<file path="config.mk">
export PLATFORM = sky130hd
export DESIGN_NAME = json_string_unescape_unit
export DESIGN_NICKNAME = d
export VERILOG_FILES = /design/src/design/jsu_pkg.sv /design/src/design/jsu_front.sv /design/src/design/jsu_queue.sv /design/src/design/jsu_back.sv /design/src/design/json_string_unescape_unit.sv
export SDC_FILE = /design/constraint.sdc
export NUM_CORES = 1
export LEC_CHECK = 0
export BUFFER_PORTS_ARGS = -buffer_cell sky130_fd_sc_hd__buf_2
export CAP_MARGIN = 20
export CORE_AREA = 10 10 152 154
export CTS_CLUSTER_DIAMETER = 50
export CTS_CLUSTER_SIZE = 25
export DETAILED_ROUTE_END_ITERATION = 12
export DIE_AREA = 0 0 162 164
export GPL_ROUTABILITY_DRIVEN = 1
export GPL_TIMING_DRIVEN = 1
export PLACE_DENSITY_LB_ADDON = 0.08
export SLEW_MARGIN = 20
export SYNTH_ARGS = -nofsm -noshare
export SYNTH_HDL_FRONTEND = slang
export SYNTH_SLANG_ARGS = --single-unit
</file>
<file path="constraint.sdc">
create_clock -name clk -period 7.32 [get_ports clk]
set_clock_uncertainty 0.15 [all_clocks]
set_input_delay 0.732 -clock clk [delete_from_list [all_inputs] [get_ports clk]]
set_output_delay 0.732 -clock clk [all_outputs]
set_load 0.01 [all_outputs]
</file>
<file path="src/design/jsu_pkg.sv">
`default_nettype none

package jsu_pkg;

  // Decoder phase
  typedef enum logic [2:0] {
    PH_IDLE,
    PH_BODY,
    PH_ESC,
    PH_HEX1,
    PH_HIGH,
    PH_HIGH_BS,
    PH_HEX2,
    PH_HALT
  } phase_t;

  // Result kinds
  localparam logic [1:0] KIND_DATA = 2'd0;
  localparam logic [1:0] KIND_END  = 2'd1;
  localparam logic [1:0] KIND_ERR  = 2'd2;

  // Error codes
  localparam logic [2:0] ERR_NONE      = 3'd0;
  localparam logic [2:0] ERR_NO_QUOTE  = 3'd1;
  localparam logic [2:0] ERR_NEWLINE   = 3'd2;
  localparam logic [2:0] ERR_UNT_ESC   = 3'd3;
  localparam logic [2:0] ERR_BAD_HEX   = 3'd4;
  localparam logic [2:0] ERR_BAD_PAIR  = 3'd5;
  localparam logic [2:0] ERR_UNK_ESC   = 3'd6;
  localparam logic [2:0] ERR_UNT_STR   = 3'd7;

  // Characters
  localparam logic [7:0] CH_QUOTE  = 8'h22;
  localparam logic [7:0] CH_BSLASH = 8'h5C;
  localparam logic [7:0] CH_SLASH  = 8'h2F;
  localparam logic [7:0] CH_LF     = 8'h0A;
  localparam logic [7:0] CH_B      = 8'h62;
  localparam logic [7:0] CH_F      = 8'h66;
  localparam logic [7:0] CH_N      = 8'h6E;
  localparam logic [7:0] CH_R      = 8'h72;
  localparam logic [7:0] CH_T      = 8'h74;
  localparam logic [7:0] CH_U      = 8'h75;

  // UTF-16 surrogate ranges and replacement
  localparam logic [15:0] SURR_HI_MIN = 16'hD800;
  localparam logic [15:0] SURR_HI_MAX = 16'hDBFF;
  localparam logic [15:0] SURR_LO_MIN = 16'hDC00;
  localparam logic [15:0] SURR_LO_MAX = 16'hDFFF;
  localparam logic [20:0] SUPP_BASE   = 21'h10000;
  localparam logic [20:0] CP_REPLACE  = 21'h00FFFD;

  localparam int MAX_RES = 4;
  localparam int QDEPTH  = 4;
  localparam int QPTR_W  = $clog2(QDEPTH);
  localparam int QCNT_W  = $clog2(QDEPTH + 1);
  localparam int RCNT_W  = $clog2(MAX_RES + 1);
  localparam int RIDX_W  = $clog2(MAX_RES);

  typedef struct packed {
    logic [7:0] dbyte;
    logic [1:0] kind;
    logic [2:0] code;
  } res_t;

  // All words caused by one input byte
  typedef struct packed {
    logic [RCNT_W-1:0]      cnt;
    res_t [MAX_RES-1:0]     res;
  } bundle_t;

  function automatic res_t mk_data(logic [7:0] d);
    res_t r;
    r.dbyte = d;
    r.kind  = KIND_DATA;
    r.code  = ERR_NONE;
    return r;
  endfunction

  function automatic res_t mk_end();
    res_t r;
    r.dbyte = 8'h00;
    r.kind  = KIND_END;
    r.code  = ERR_NONE;
    return r;
  endfunction

  function automatic res_t mk_err(logic [2:0] code);
    res_t r;
    r.dbyte = 8'h00;
    r.kind  = KIND_ERR;
    r.code  = code;
    return r;
  endfunction

  function automatic bundle_t push(bundle_t b, res_t r);
    bundle_t o;
    o = b;
    if (b.cnt != RCNT_W'(MAX_RES)) begin
      o.res[b.cnt[RIDX_W-1:0]] = r;
      o.cnt = b.cnt + RCNT_W'(1);
    end
    return o;
  endfunction

  function automatic bundle_t push_utf8(bundle_t b, logic [20:0] cp);
    bundle_t o;
    o = b;
    if (cp < 21'h80) begin
      o = push(o, mk_data({1'b0, cp[6:0]}));
    end else if (cp < 21'h800) begin
      o = push(o, mk_data({3'b110, cp[10:6]}));
      o = push(o, mk_data({2'b10, cp[5:0]}));
    end else if (cp < 21'h10000) begin
      o = push(o, mk_data({4'b1110, cp[15:12]}));
      o = push(o, mk_data({2'b10, cp[11:6]}));
      o = push(o, mk_data({2'b10, cp[5:0]}));
    end else begin
      o = push(o, mk_data({5'b11110, cp[20:18]}));
      o = push(o, mk_data({2'b10, cp[17:12]}));
      o = push(o, mk_data({2'b10, cp[11:6]}));
      o = push(o, mk_data({2'b10, cp[5:0]}));
    end
    return o;
  endfunction

endpackage

`default_nettype wire

</file>
<file path="src/design/jsu_front.sv">
`default_nettype none

module jsu_front (
  input  logic              clk,
  input  logic              rst,
  input  logic              in_valid,
  output logic              in_ready,
  input  logic [7:0]        in_byte,
  input  logic              end_of_text,
  input  logic              q_full,
  output logic              push_valid,
  output jsu_pkg::bundle_t  push_bundle
);

  jsu_pkg::phase_t phase, phase_next;
  logic [15:0]     first_unit, first_unit_next;
  logic [15:0]     second_unit, second_unit_next;
  logic [1:0]      digit_count, digit_count_next;

  logic            accept;
  logic            hx_ok;
  logic [3:0]      hx_val;
  logic            esc_hit;
  logic [7:0]      esc_val;
  logic [15:0]     first_shift, second_shift;
  logic            dc_done;
  logic            first_high, first_low, pair_ok;
  logic [20:0]     pair_cp;
  jsu_pkg::bundle_t bnd;

  function automatic logic [4:0] hex_digit(logic [7:0] c);
    logic [4:0] r;
    r = 5'b0;
    if (c >= 8'h30 && c <= 8'h39) r = {1'b1, 4'(c - 8'h30)};
    else if (c >= 8'h61 && c <= 8'h66) r = {1'b1, 4'(c - 8'h57)};
    else if (c >= 8'h41 && c <= 8'h46) r = {1'b1, 4'(c - 8'h37)};
    return r;
  endfunction

  function automatic logic [8:0] esc_map(logic [7:0] c);
    logic [8:0] r;
    case (c)
      jsu_pkg::CH_QUOTE:  r = {1'b1, jsu_pkg::CH_QUOTE};
      jsu_pkg::CH_BSLASH: r = {1'b1, jsu_pkg::CH_BSLASH};
      jsu_pkg::CH_SLASH:  r = {1'b1, jsu_pkg::CH_SLASH};
      jsu_pkg::CH_B:      r = {1'b1, 8'h08};
      jsu_pkg::CH_F:      r = {1'b1, 8'h0C};
      jsu_pkg::CH_N:      r = {1'b1, 8'h0A};
      jsu_pkg::CH_R:      r = {1'b1, 8'h0D};
      jsu_pkg::CH_T:      r = {1'b1, 8'h09};
      default:            r = 9'b0;
    endcase
    return r;
  endfunction

  function automatic jsu_pkg::bundle_t body_res(jsu_pkg::bundle_t b, logic [7:0] c);
    jsu_pkg::bundle_t o;
    o = b;
    if (c == jsu_pkg::CH_QUOTE) o = jsu_pkg::push(b, jsu_pkg::mk_end());
    else if (c == jsu_pkg::CH_LF) o = jsu_pkg::push(b, jsu_pkg::mk_err(jsu_pkg::ERR_NEWLINE));
    else if (c != jsu_pkg::CH_BSLASH) o = jsu_pkg::push(b, jsu_pkg::mk_data(c));
    return o;
  endfunction

  function automatic jsu_pkg::phase_t body_next(logic [7:0] c);
    jsu_pkg::phase_t p;
    if (c == jsu_pkg::CH_QUOTE) p = jsu_pkg::PH_IDLE;
    else if (c == jsu_pkg::CH_LF) p = jsu_pkg::PH_HALT;
    else if (c == jsu_pkg::CH_BSLASH) p = jsu_pkg::PH_ESC;
    else p = jsu_pkg::PH_BODY;
    return p;
  endfunction

  assign in_ready = !q_full;
  assign accept   = in_valid && in_ready;

  assign {hx_ok, hx_val}   = hex_digit(in_byte);
  assign {esc_hit, esc_val} = esc_map(in_byte);
  assign first_shift  = {first_unit[11:0], hx_val};
  assign second_shift = {second_unit[11:0], hx_val};
  assign dc_done      = digit_count == 2'd3;
  assign first_high   = first_shift >= jsu_pkg::SURR_HI_MIN && first_shift <= jsu_pkg::SURR_HI_MAX;
  assign first_low    = first_shift >= jsu_pkg::SURR_LO_MIN && first_shift <= jsu_pkg::SURR_LO_MAX;
  assign pair_ok      = second_shift >= jsu_pkg::SURR_LO_MIN
                        && second_shift <= jsu_pkg::SURR_LO_MAX
                        && first_unit >= jsu_pkg::SURR_HI_MIN
                        && first_unit <= jsu_pkg::SURR_HI_MAX;
  assign pair_cp      = jsu_pkg::SUPP_BASE + {1'b0, first_unit[9:0], second_shift[9:0]};

  // Next state
  always_comb begin
    phase_next       = phase;
    first_unit_next  = first_unit;
    second_unit_next = second_unit;
    digit_count_next = digit_count;
    if (accept) begin
      if (end_of_text) begin
        phase_next = jsu_pkg::PH_IDLE;
      end else begin
        case (phase)
          jsu_pkg::PH_IDLE: begin
            phase_next = (in_byte == jsu_pkg::CH_QUOTE) ? jsu_pkg::PH_BODY : jsu_pkg::PH_IDLE;
          end
          jsu_pkg::PH_BODY: phase_next = body_next(in_byte);
          jsu_pkg::PH_ESC, jsu_pkg::PH_HIGH_BS: begin
            if (esc_hit) begin
              phase_next = jsu_pkg::PH_BODY;
            end else if (in_byte == jsu_pkg::CH_U) begin
              digit_count_next = 2'd0;
              if (phase == jsu_pkg::PH_ESC) begin
                phase_next      = jsu_pkg::PH_HEX1;
                first_unit_next = 16'h0;
              end else begin
                phase_next       = jsu_pkg::PH_HEX2;
                second_unit_next = 16'h0;
              end
            end else begin
              phase_next = jsu_pkg::PH_HALT;
            end
          end
          jsu_pkg::PH_HEX1: begin
            if (!hx_ok) begin
              phase_next = jsu_pkg::PH_HALT;
            end else begin
              first_unit_next  = first_shift;
              digit_count_next = digit_count + 2'd1;
              if (dc_done) begin
                phase_next = first_high ? jsu_pkg::PH_HIGH : jsu_pkg::PH_BODY;
              end
            end
          end
          jsu_pkg::PH_HIGH: begin
            phase_next = (in_byte == jsu_pkg::CH_BSLASH) ? jsu_pkg::PH_HIGH_BS
                                                         : body_next(in_byte);
          end
          jsu_pkg::PH_HEX2: begin
            if (!hx_ok) begin
              phase_next = jsu_pkg::PH_HALT;
            end else begin
              second_unit_next = second_shift;
              digit_count_next = digit_count + 2'd1;
              if (dc_done) begin
                phase_next = pair_ok ? jsu_pkg::PH_BODY : jsu_pkg::PH_HALT;
              end
            end
          end
          jsu_pkg::PH_HALT: phase_next = jsu_pkg::PH_HALT;
          default:          phase_next = jsu_pkg::PH_IDLE;
        endcase
      end
    end
  end

  // Words caused by this byte
  always_comb begin
    bnd = '0;
    if (end_of_text) begin
      case (phase)
        jsu_pkg::PH_HALT: bnd = '0;
        jsu_pkg::PH_BODY: bnd = jsu_pkg::push(bnd, jsu_pkg::mk_err(jsu_pkg::ERR_UNT_STR));
        jsu_pkg::PH_ESC:  bnd = jsu_pkg::push(bnd, jsu_pkg::mk_err(jsu_pkg::ERR_UNT_ESC));
        jsu_pkg::PH_HEX1: bnd = jsu_pkg::push(bnd, jsu_pkg::mk_err(jsu_pkg::ERR_BAD_HEX));
        jsu_pkg::PH_HIGH: begin
          bnd = jsu_pkg::push_utf8(bnd, jsu_pkg::CP_REPLACE);
          bnd = jsu_pkg::push(bnd, jsu_pkg::mk_err(jsu_pkg::ERR_UNT_STR));
        end
        jsu_pkg::PH_HIGH_BS, jsu_pkg::PH_HEX2: begin
          bnd = jsu_pkg::push(bnd, jsu_pkg::mk_err(jsu_pkg::ERR_BAD_PAIR));
        end
        default: bnd = jsu_pkg::push(bnd, jsu_pkg::mk_err(jsu_pkg::ERR_NO_QUOTE));
      endcase
    end else begin
      case (phase)
        jsu_pkg::PH_IDLE: begin
          if (in_byte != jsu_pkg::CH_QUOTE) begin
            bnd = jsu_pkg::push(bnd, jsu_pkg::mk_err(jsu_pkg::ERR_NO_QUOTE));
          end
        end
        jsu_pkg::PH_BODY: bnd = body_res(bnd, in_byte);
        jsu_pkg::PH_ESC, jsu_pkg::PH_HIGH_BS: begin
          // after a high surrogate, anything but 'u' drops the pair
          if (phase == jsu_pkg::PH_HIGH_BS && in_byte != jsu_pkg::CH_U) begin
            bnd = jsu_pkg::push_utf8(bnd, jsu_pkg::CP_REPLACE);
          end
          if (esc_hit) begin
            bnd = jsu_pkg::push(bnd, jsu_pkg::mk_data(esc_val));
          end else if (in_byte != jsu_pkg::CH_U) begin
            bnd = jsu_pkg::push(bnd, jsu_pkg::mk_err(jsu_pkg::ERR_UNK_ESC));
          end
        end
        jsu_pkg::PH_HEX1: begin
          if (!hx_ok) begin
            bnd = jsu_pkg::push(bnd, jsu_pkg::mk_err(jsu_pkg::ERR_BAD_HEX));
          end else if (dc_done && !first_high) begin
            bnd = jsu_pkg::push_utf8(bnd, first_low ? jsu_pkg::CP_REPLACE
                                                    : {5'b0, first_shift});
          end
        end
        jsu_pkg::PH_HIGH: begin
          if (in_byte != jsu_pkg::CH_BSLASH) begin
            bnd = jsu_pkg::push_utf8(bnd, jsu_pkg::CP_REPLACE);
            bnd = body_res(bnd, in_byte);
          end
        end
        jsu_pkg::PH_HEX2: begin
          if (!hx_ok || (dc_done && !pair_ok)) begin
            bnd = jsu_pkg::push(bnd, jsu_pkg::mk_err(jsu_pkg::ERR_BAD_PAIR));
          end else if (dc_done) begin
            bnd = jsu_pkg::push_utf8(bnd, pair_cp);
          end
        end
        default: bnd = '0;
      endcase
    end
  end

  assign push_valid  = accept && (bnd.cnt != '0);
  assign push_bundle = bnd;

  always_ff @(posedge clk) begin
    if (rst) begin
      phase       <= jsu_pkg::PH_IDLE;
      first_unit  <= 16'h0;
      second_unit <= 16'h0;
      digit_count <= 2'd0;
    end else begin
      phase       <= phase_next;
      first_unit  <= first_unit_next;
      second_unit <= second_unit_next;
      digit_count <= digit_count_next;
    end
  end

endmodule

`default_nettype wire

</file>
<file path="src/design/jsu_queue.sv">
`default_nettype none

module jsu_queue (
  input  logic             clk,
  input  logic             rst,
  input  logic             push_valid,
  input  jsu_pkg::bundle_t push_bundle,
  output logic             full,
  input  logic             pop_ready,
  output logic             pop_valid,
  output jsu_pkg::bundle_t pop_bundle
);

  jsu_pkg::bundle_t              slots [jsu_pkg::QDEPTH];
  logic [jsu_pkg::QPTR_W-1:0]    wr_ptr, rd_ptr;
  logic [jsu_pkg::QCNT_W-1:0]    count;
  logic                          do_push, do_pop;

  assign full       = count == jsu_pkg::QCNT_W'(jsu_pkg::QDEPTH);
  assign pop_valid  = count != '0;
  assign pop_bundle = slots[rd_ptr];
  assign do_push    = push_valid && !full;
  assign do_pop     = pop_ready && pop_valid;

  always_ff @(posedge clk) begin
    if (do_push) slots[wr_ptr] <= push_bundle;
  end

  always_ff @(posedge clk) begin
    if (rst) begin
      wr_ptr <= '0;
      rd_ptr <= '0;
      count  <= '0;
    end else begin
      if (do_push) wr_ptr <= wr_ptr + jsu_pkg::QPTR_W'(1);
      if (do_pop)  rd_ptr <= rd_ptr + jsu_pkg::QPTR_W'(1);
      if (do_push && !do_pop) count <= count + jsu_pkg::QCNT_W'(1);
      else if (do_pop && !do_push) count <= count - jsu_pkg::QCNT_W'(1);
    end
  end

endmodule

`default_nettype wire

</file>
<file path="src/design/jsu_back.sv">
`default_nettype none

module jsu_back (
  input  logic             clk,
  input  logic             rst,
  input  logic             pop_valid,
  input  jsu_pkg::bundle_t pop_bundle,
  output logic             pop_ready,
  output logic             out_valid,
  input  logic             out_ready,
  output logic [7:0]       out_byte,
  output logic [1:0]       result_kind,
  output logic [2:0]       error_code,
  output logic             last_of_run
);

  jsu_pkg::bundle_t             cur;
  logic                         cur_valid;
  logic [jsu_pkg::RIDX_W-1:0]   idx;
  jsu_pkg::res_t                sel;
  logic                         is_last;

  assign sel     = cur.res[idx];
  assign is_last = (jsu_pkg::RCNT_W'(idx) + jsu_pkg::RCNT_W'(1)) == cur.cnt;

  assign out_valid   = cur_valid;
  assign out_byte    = sel.dbyte;
  assign result_kind = sel.kind;
  assign error_code  = sel.code;
  assign last_of_run = is_last;

  // take the next bundle when none is held, or as the last word of the current one leaves
  assign pop_ready = !cur_valid || (out_ready && is_last);

  always_ff @(posedge clk) begin
    if (pop_ready && pop_valid) cur <= pop_bundle;
  end

  always_ff @(posedge clk) begin
    if (rst) begin
      cur_valid <= 1'b0;
      idx       <= '0;
    end else if (pop_ready) begin
      cur_valid <= pop_valid;
      idx       <= '0;
    end else if (out_ready) begin
      idx <= idx + jsu_pkg::RIDX_W'(1);
    end
  end

endmodule

`default_nettype wire

</file>
<file path="src/design/json_string_unescape_unit.sv">
// The first word of an item is written to a queue slot, then loaded into the output
// stage register, from which it is presented.
// Throughput: one byte per cycle while the queue is not full; the output side sends
// one word per cycle while out_ready is high, and a byte decodes to up to 4 words.
// A 4-entry queue of decoded bundles lets input run ahead of a stalled output.
// Reset (rst, synchronous): decoder returns to waiting for an opening quote;
// queue and output stage are emptied.
`default_nettype none

module json_string_unescape_unit (
  input  logic       clk,
  input  logic       rst,
  input  logic       in_valid,
  output logic       in_ready,
  input  logic [7:0] in_byte,
  input  logic       end_of_text,
  output logic       out_valid,
  input  logic       out_ready,
  output logic [7:0] out_byte,
  output logic [1:0] result_kind,
  output logic [2:0] error_code,
  output logic       last_of_run
);

  logic             q_full;
  logic             push_valid;
  jsu_pkg::bundle_t push_bundle;
  logic             pop_valid, pop_ready;
  jsu_pkg::bundle_t pop_bundle;

  jsu_front u_front (
    .clk         (clk),
    .rst         (rst),
    .in_valid    (in_valid),
    .in_ready    (in_ready),
    .in_byte     (in_byte),
    .end_of_text (end_of_text),
    .q_full      (q_full),
    .push_valid  (push_valid),
    .push_bundle (push_bundle)
  );

  jsu_queue u_queue (
    .clk         (clk),
    .rst         (rst),
    .push_valid  (push_valid),
    .push_bundle (push_bundle),
    .full        (q_full),
    .pop_ready   (pop_ready),
    .pop_valid   (pop_valid),
    .pop_bundle  (pop_bundle)
  );

  jsu_back u_back (
    .clk         (clk),
    .rst         (rst),
    .pop_valid   (pop_valid),
    .pop_bundle  (pop_bundle),
    .pop_ready   (pop_ready),
    .out_valid   (out_valid),
    .out_ready   (out_ready),
    .out_byte    (out_byte),
    .result_kind (result_kind),
    .error_code  (error_code),
    .last_of_run (last_of_run)
  );

endmodule

`default_nettype wire

</file>
==> metrics.cfg <==
[logic_synthesis]
synth_edf_count=210
synthesis.nets=967
synth_most_common_cell=edfxtp_1
seq_total_area_yosys_pct=60.4
netlist_top_cells_count=edfxtp_1, nand2_1, a21oi_1
ys_async_sr_fraction_pct=0
synthesis.yosys.warnings=0
postSynth.topFlopCell=edfxtp_1
synthesis.area_per_instance_um2=12.6
synthDominantAreaCellType=edfxtp_1
synth_area_leaders=edfxtp_1, mux4_2, dfxtp_1
postSynthRegisterBits=253
synth.cell_area_um2=11900
synth_top_area_share_pct=53.2
post_synth_inst_count=939
synthDistinctLibCells=83

[power]
max-vdd-ir-drop_mv=0.236
share_comb_of_total_power_pct=15.5
power_frac_seq_pct=49.5
switching_share_pct=27.3
p_int_mw=2.83
finalPower_mw=3.90
net-switching-power_mw=1.06
static-leakage-power_nw=4.32
power.share.clock_pct=35.0
power_density_nw_per_um2=298

[floorplan]
placementRows=52
fp.dieArea_um2=26600
core_um2=20000
die_height_um=164
die_w_um=162
initial_core_util_pct=59.2
i_o_pin_total=29

[placed_design]
detailed_place_hpwl_um=20700
gp_congestion=0.979
post-place-ws_ns=2.09
numPortBuffers=28

[setup_path]
endpoint_kind=register
timing.setup.critical_path_class=reg -> reg
timing.critical_path.from_type=register
maximum_fanout_count_along_the_critical_path=23
cp.buffers_inverters=3
worst_path_dominant_cell_family=simple AND/OR/NAND/NOR gates
crit_slowest_cell=dfxtp_1
critical_path_required_ns=7.62
cp.arrival_ns=5.14
critical-path-max-stage-delay_ns=0.75
crit_chain=inv_1 > nor3_1 > nand2_1 > inv_1 > o32ai_4 > a21oi_2 > ha_1 > inv_1 > fa_1 > xor2_1 > or3_1 > a21oi_1
timing.critical_path.mode_cell=inv_1

[layout]
antenna-diode-count=0
finish.utilization_pct=65.2
syn2layout_area_growth_pct=10.2
fin_nets=961
post_route_cells_drive_above_1_share_pct=16.6

[clock_tree]
cts_root_buf=clkbuf_16
tritoncts=done
worst_skew_pair.late_latency_ns=0.53
tritoncts.num_buffers=25
cts.htree.levels=1
cts.repair_timing.setup_buffer_count=0
clkSlewWorstSetupHoldPaths_ns=0.08
clock_sink_count=253
cts_resized=0
hold_buffers=0
cts-root-to-sink-buffers=3

[timing]
min_period_ns=4.83
relSlewSlack_pct=29.8
hold_viol_final=0
timing.setup.tns_ns=0
layout_worst_path_cycle_share_pct=66.0
max_freq_mhz=207
fin_ws_ns=2.49
timing_worst_slew_pin_value_ns=1.05
rsz0062_at_grt=no
setup_viol_count_final=0
report.final.slew_viol_count=0

[routing]
drcViolationCount=0
route.antenna.remaining_nets=0
vias=8120
drt_pass1_iterations=6
detailedRoute.firstIterationViolations=775
routed_via_density=6.65
detailed_route_wl_um=31100
route.detailed.wl_per_inst_um=25.4

[status]
run_status=complete, no violations

[global_route]
grt_overflow_total=0
grt_pass1_wl_um=48100
grt_max_degree=46
grt_antenna_before_repair=0
grt_usage_pct=23.3
first_global_vias=7842

[hold_path]
hold_class=reg -> reg

[run]
number_of_maximum_capacitance_violations=0

final timing paths:
path / startpoint / depth (start not counted) / to / slack, ns
worst max-delay path: u_front.phase[2]$_SDFFE_PP0P_ / 12 / u_queue.count[2]$_SDFFE_PP0P_ / 2.49
worst min register to register: u_front.first_unit[13]$_SDFFE_PP0P_ / 2 / u_front.first_unit[13]$_SDFFE_PP0P_ / 0.30
worst max register to register: u_front.phase[2]$_SDFFE_PP0P_ / 12 / u_queue.count[2]$_SDFFE_PP0P_ / 2.49
worst min-delay path: u_front.first_unit[13]$_SDFFE_PP0P_ / 2 / u_front.first_unit[13]$_SDFFE_PP0P_ / 0.30
cells in the final DEF (no fill, tap or decap), types with 7 or more instances in the layout:
| master | Yosys | layout |
|---|---|---|
| edfxtp_1 | 210 | 210 |
| nand2_1 | 97 | 97 |
| a21oi_1 | 70 | 69 |
| o21ai_0 | 56 | 56 |
| nor2_1 | 53 | 53 |
| nand3_1 | 50 | 50 |
| mux4_2 | 49 | 49 |
| dfxtp_1 | 43 | 41 |
| buf_2 | 5 | 28 |
| clkbuf_16 | 0 | 26 |
| inv_1 | 21 | 22 |
| nor3_1 | 18 | 18 |
| ha_1 | 14 | 14 |
| a211oi_1 | 11 | 11 |
| nand4_1 | 10 | 10 |
| nand2b_1 | 10 | 10 |
| or3_1 | 9 | 9 |
| a221oi_1 | 8 | 8 |
| or2_2 | 7 | 7 |
| o211ai_1 | 7 | 7 |
state kept, by name, summed over array words and instances, names as in the netlist:
name and cells:
u_back.out_valid 1, u_front.second_unit 12, u_queue.wr_ptr 2, u_queue.count 3, u_front.phase 3, u_queue.rd_ptr 2
u_queue.slots 168, u_front.digit_count 2, u_back.cur 42, u_front.first_unit 16, u_back.idx 2
worst min-delay path: stages (launching register included):
cell	delay (ns)
dfxtp_1	0.30
nand2_1	0.05
a21oi_1	0.05
power groups by stage:
stage | Sequential [mW] | Combinational [mW] | Clock (mW)
2_1_floorplan | 1.89 | 0.463 | 0
5_1_grt | 1.95 | 0.662 | 1.44
4_1_cts | 1.93 | 0.623 | 1.38
3_5_place_dp | 1.95 | 0.613 | 0
6_report | 1.93 | 0.605 | 1.36
3_3_place_gp | 1.94 | 0.599 | 0
layout make-up:
type | count | area [µm²]
Multi-Input combinational cell | 598 | 4370
Inverter | 21 | 78.8
Sequential cell | 253 | 7170
Fill cell | 1467 | 6970
Clock buffer | 30 | 696
Clock inverter | 15 | 229
Timing Repair Buffer | 34 | 185
Tap cell | 270 | 338
cell families (layout without fill, tap and decap cells):
group | Yosys count | after routing | share of synthesized area, %
simple gates | 304 | 304 | 12.8
flops | 253 | 253 | 60.4
compound gates | 213 | 213 | 11.5
buf+inv | 88 | 100 | 2.93
mux | 57 | 57 | 10.0
fa+ha+maj | 15 | 15 | 1.65
xor+xnor | 9 | 9 | 0.665
routing by layer:
metal	up-vias	GRT usage, %	part of all wire, %
li1	3607	-	-
met1	4077	30.6	41
met4	0	7.15	2.6
met3	51	2.95	6.0
met2	385	39.6	51
met5	-	0	0
metrics by stage:
step	std cells	hold slack (ns)	instance area (µm²)
final	1221	0.297	13100
after global routing	1221	0.317	13100
after global placement	1176	0.288	12100
after CTS	1221	0.300	13100
after floorplan	939	0.277	11900
after detailed placement	1176	0.291	12100
Note: power is estimated with default switching activity, not from simulation.
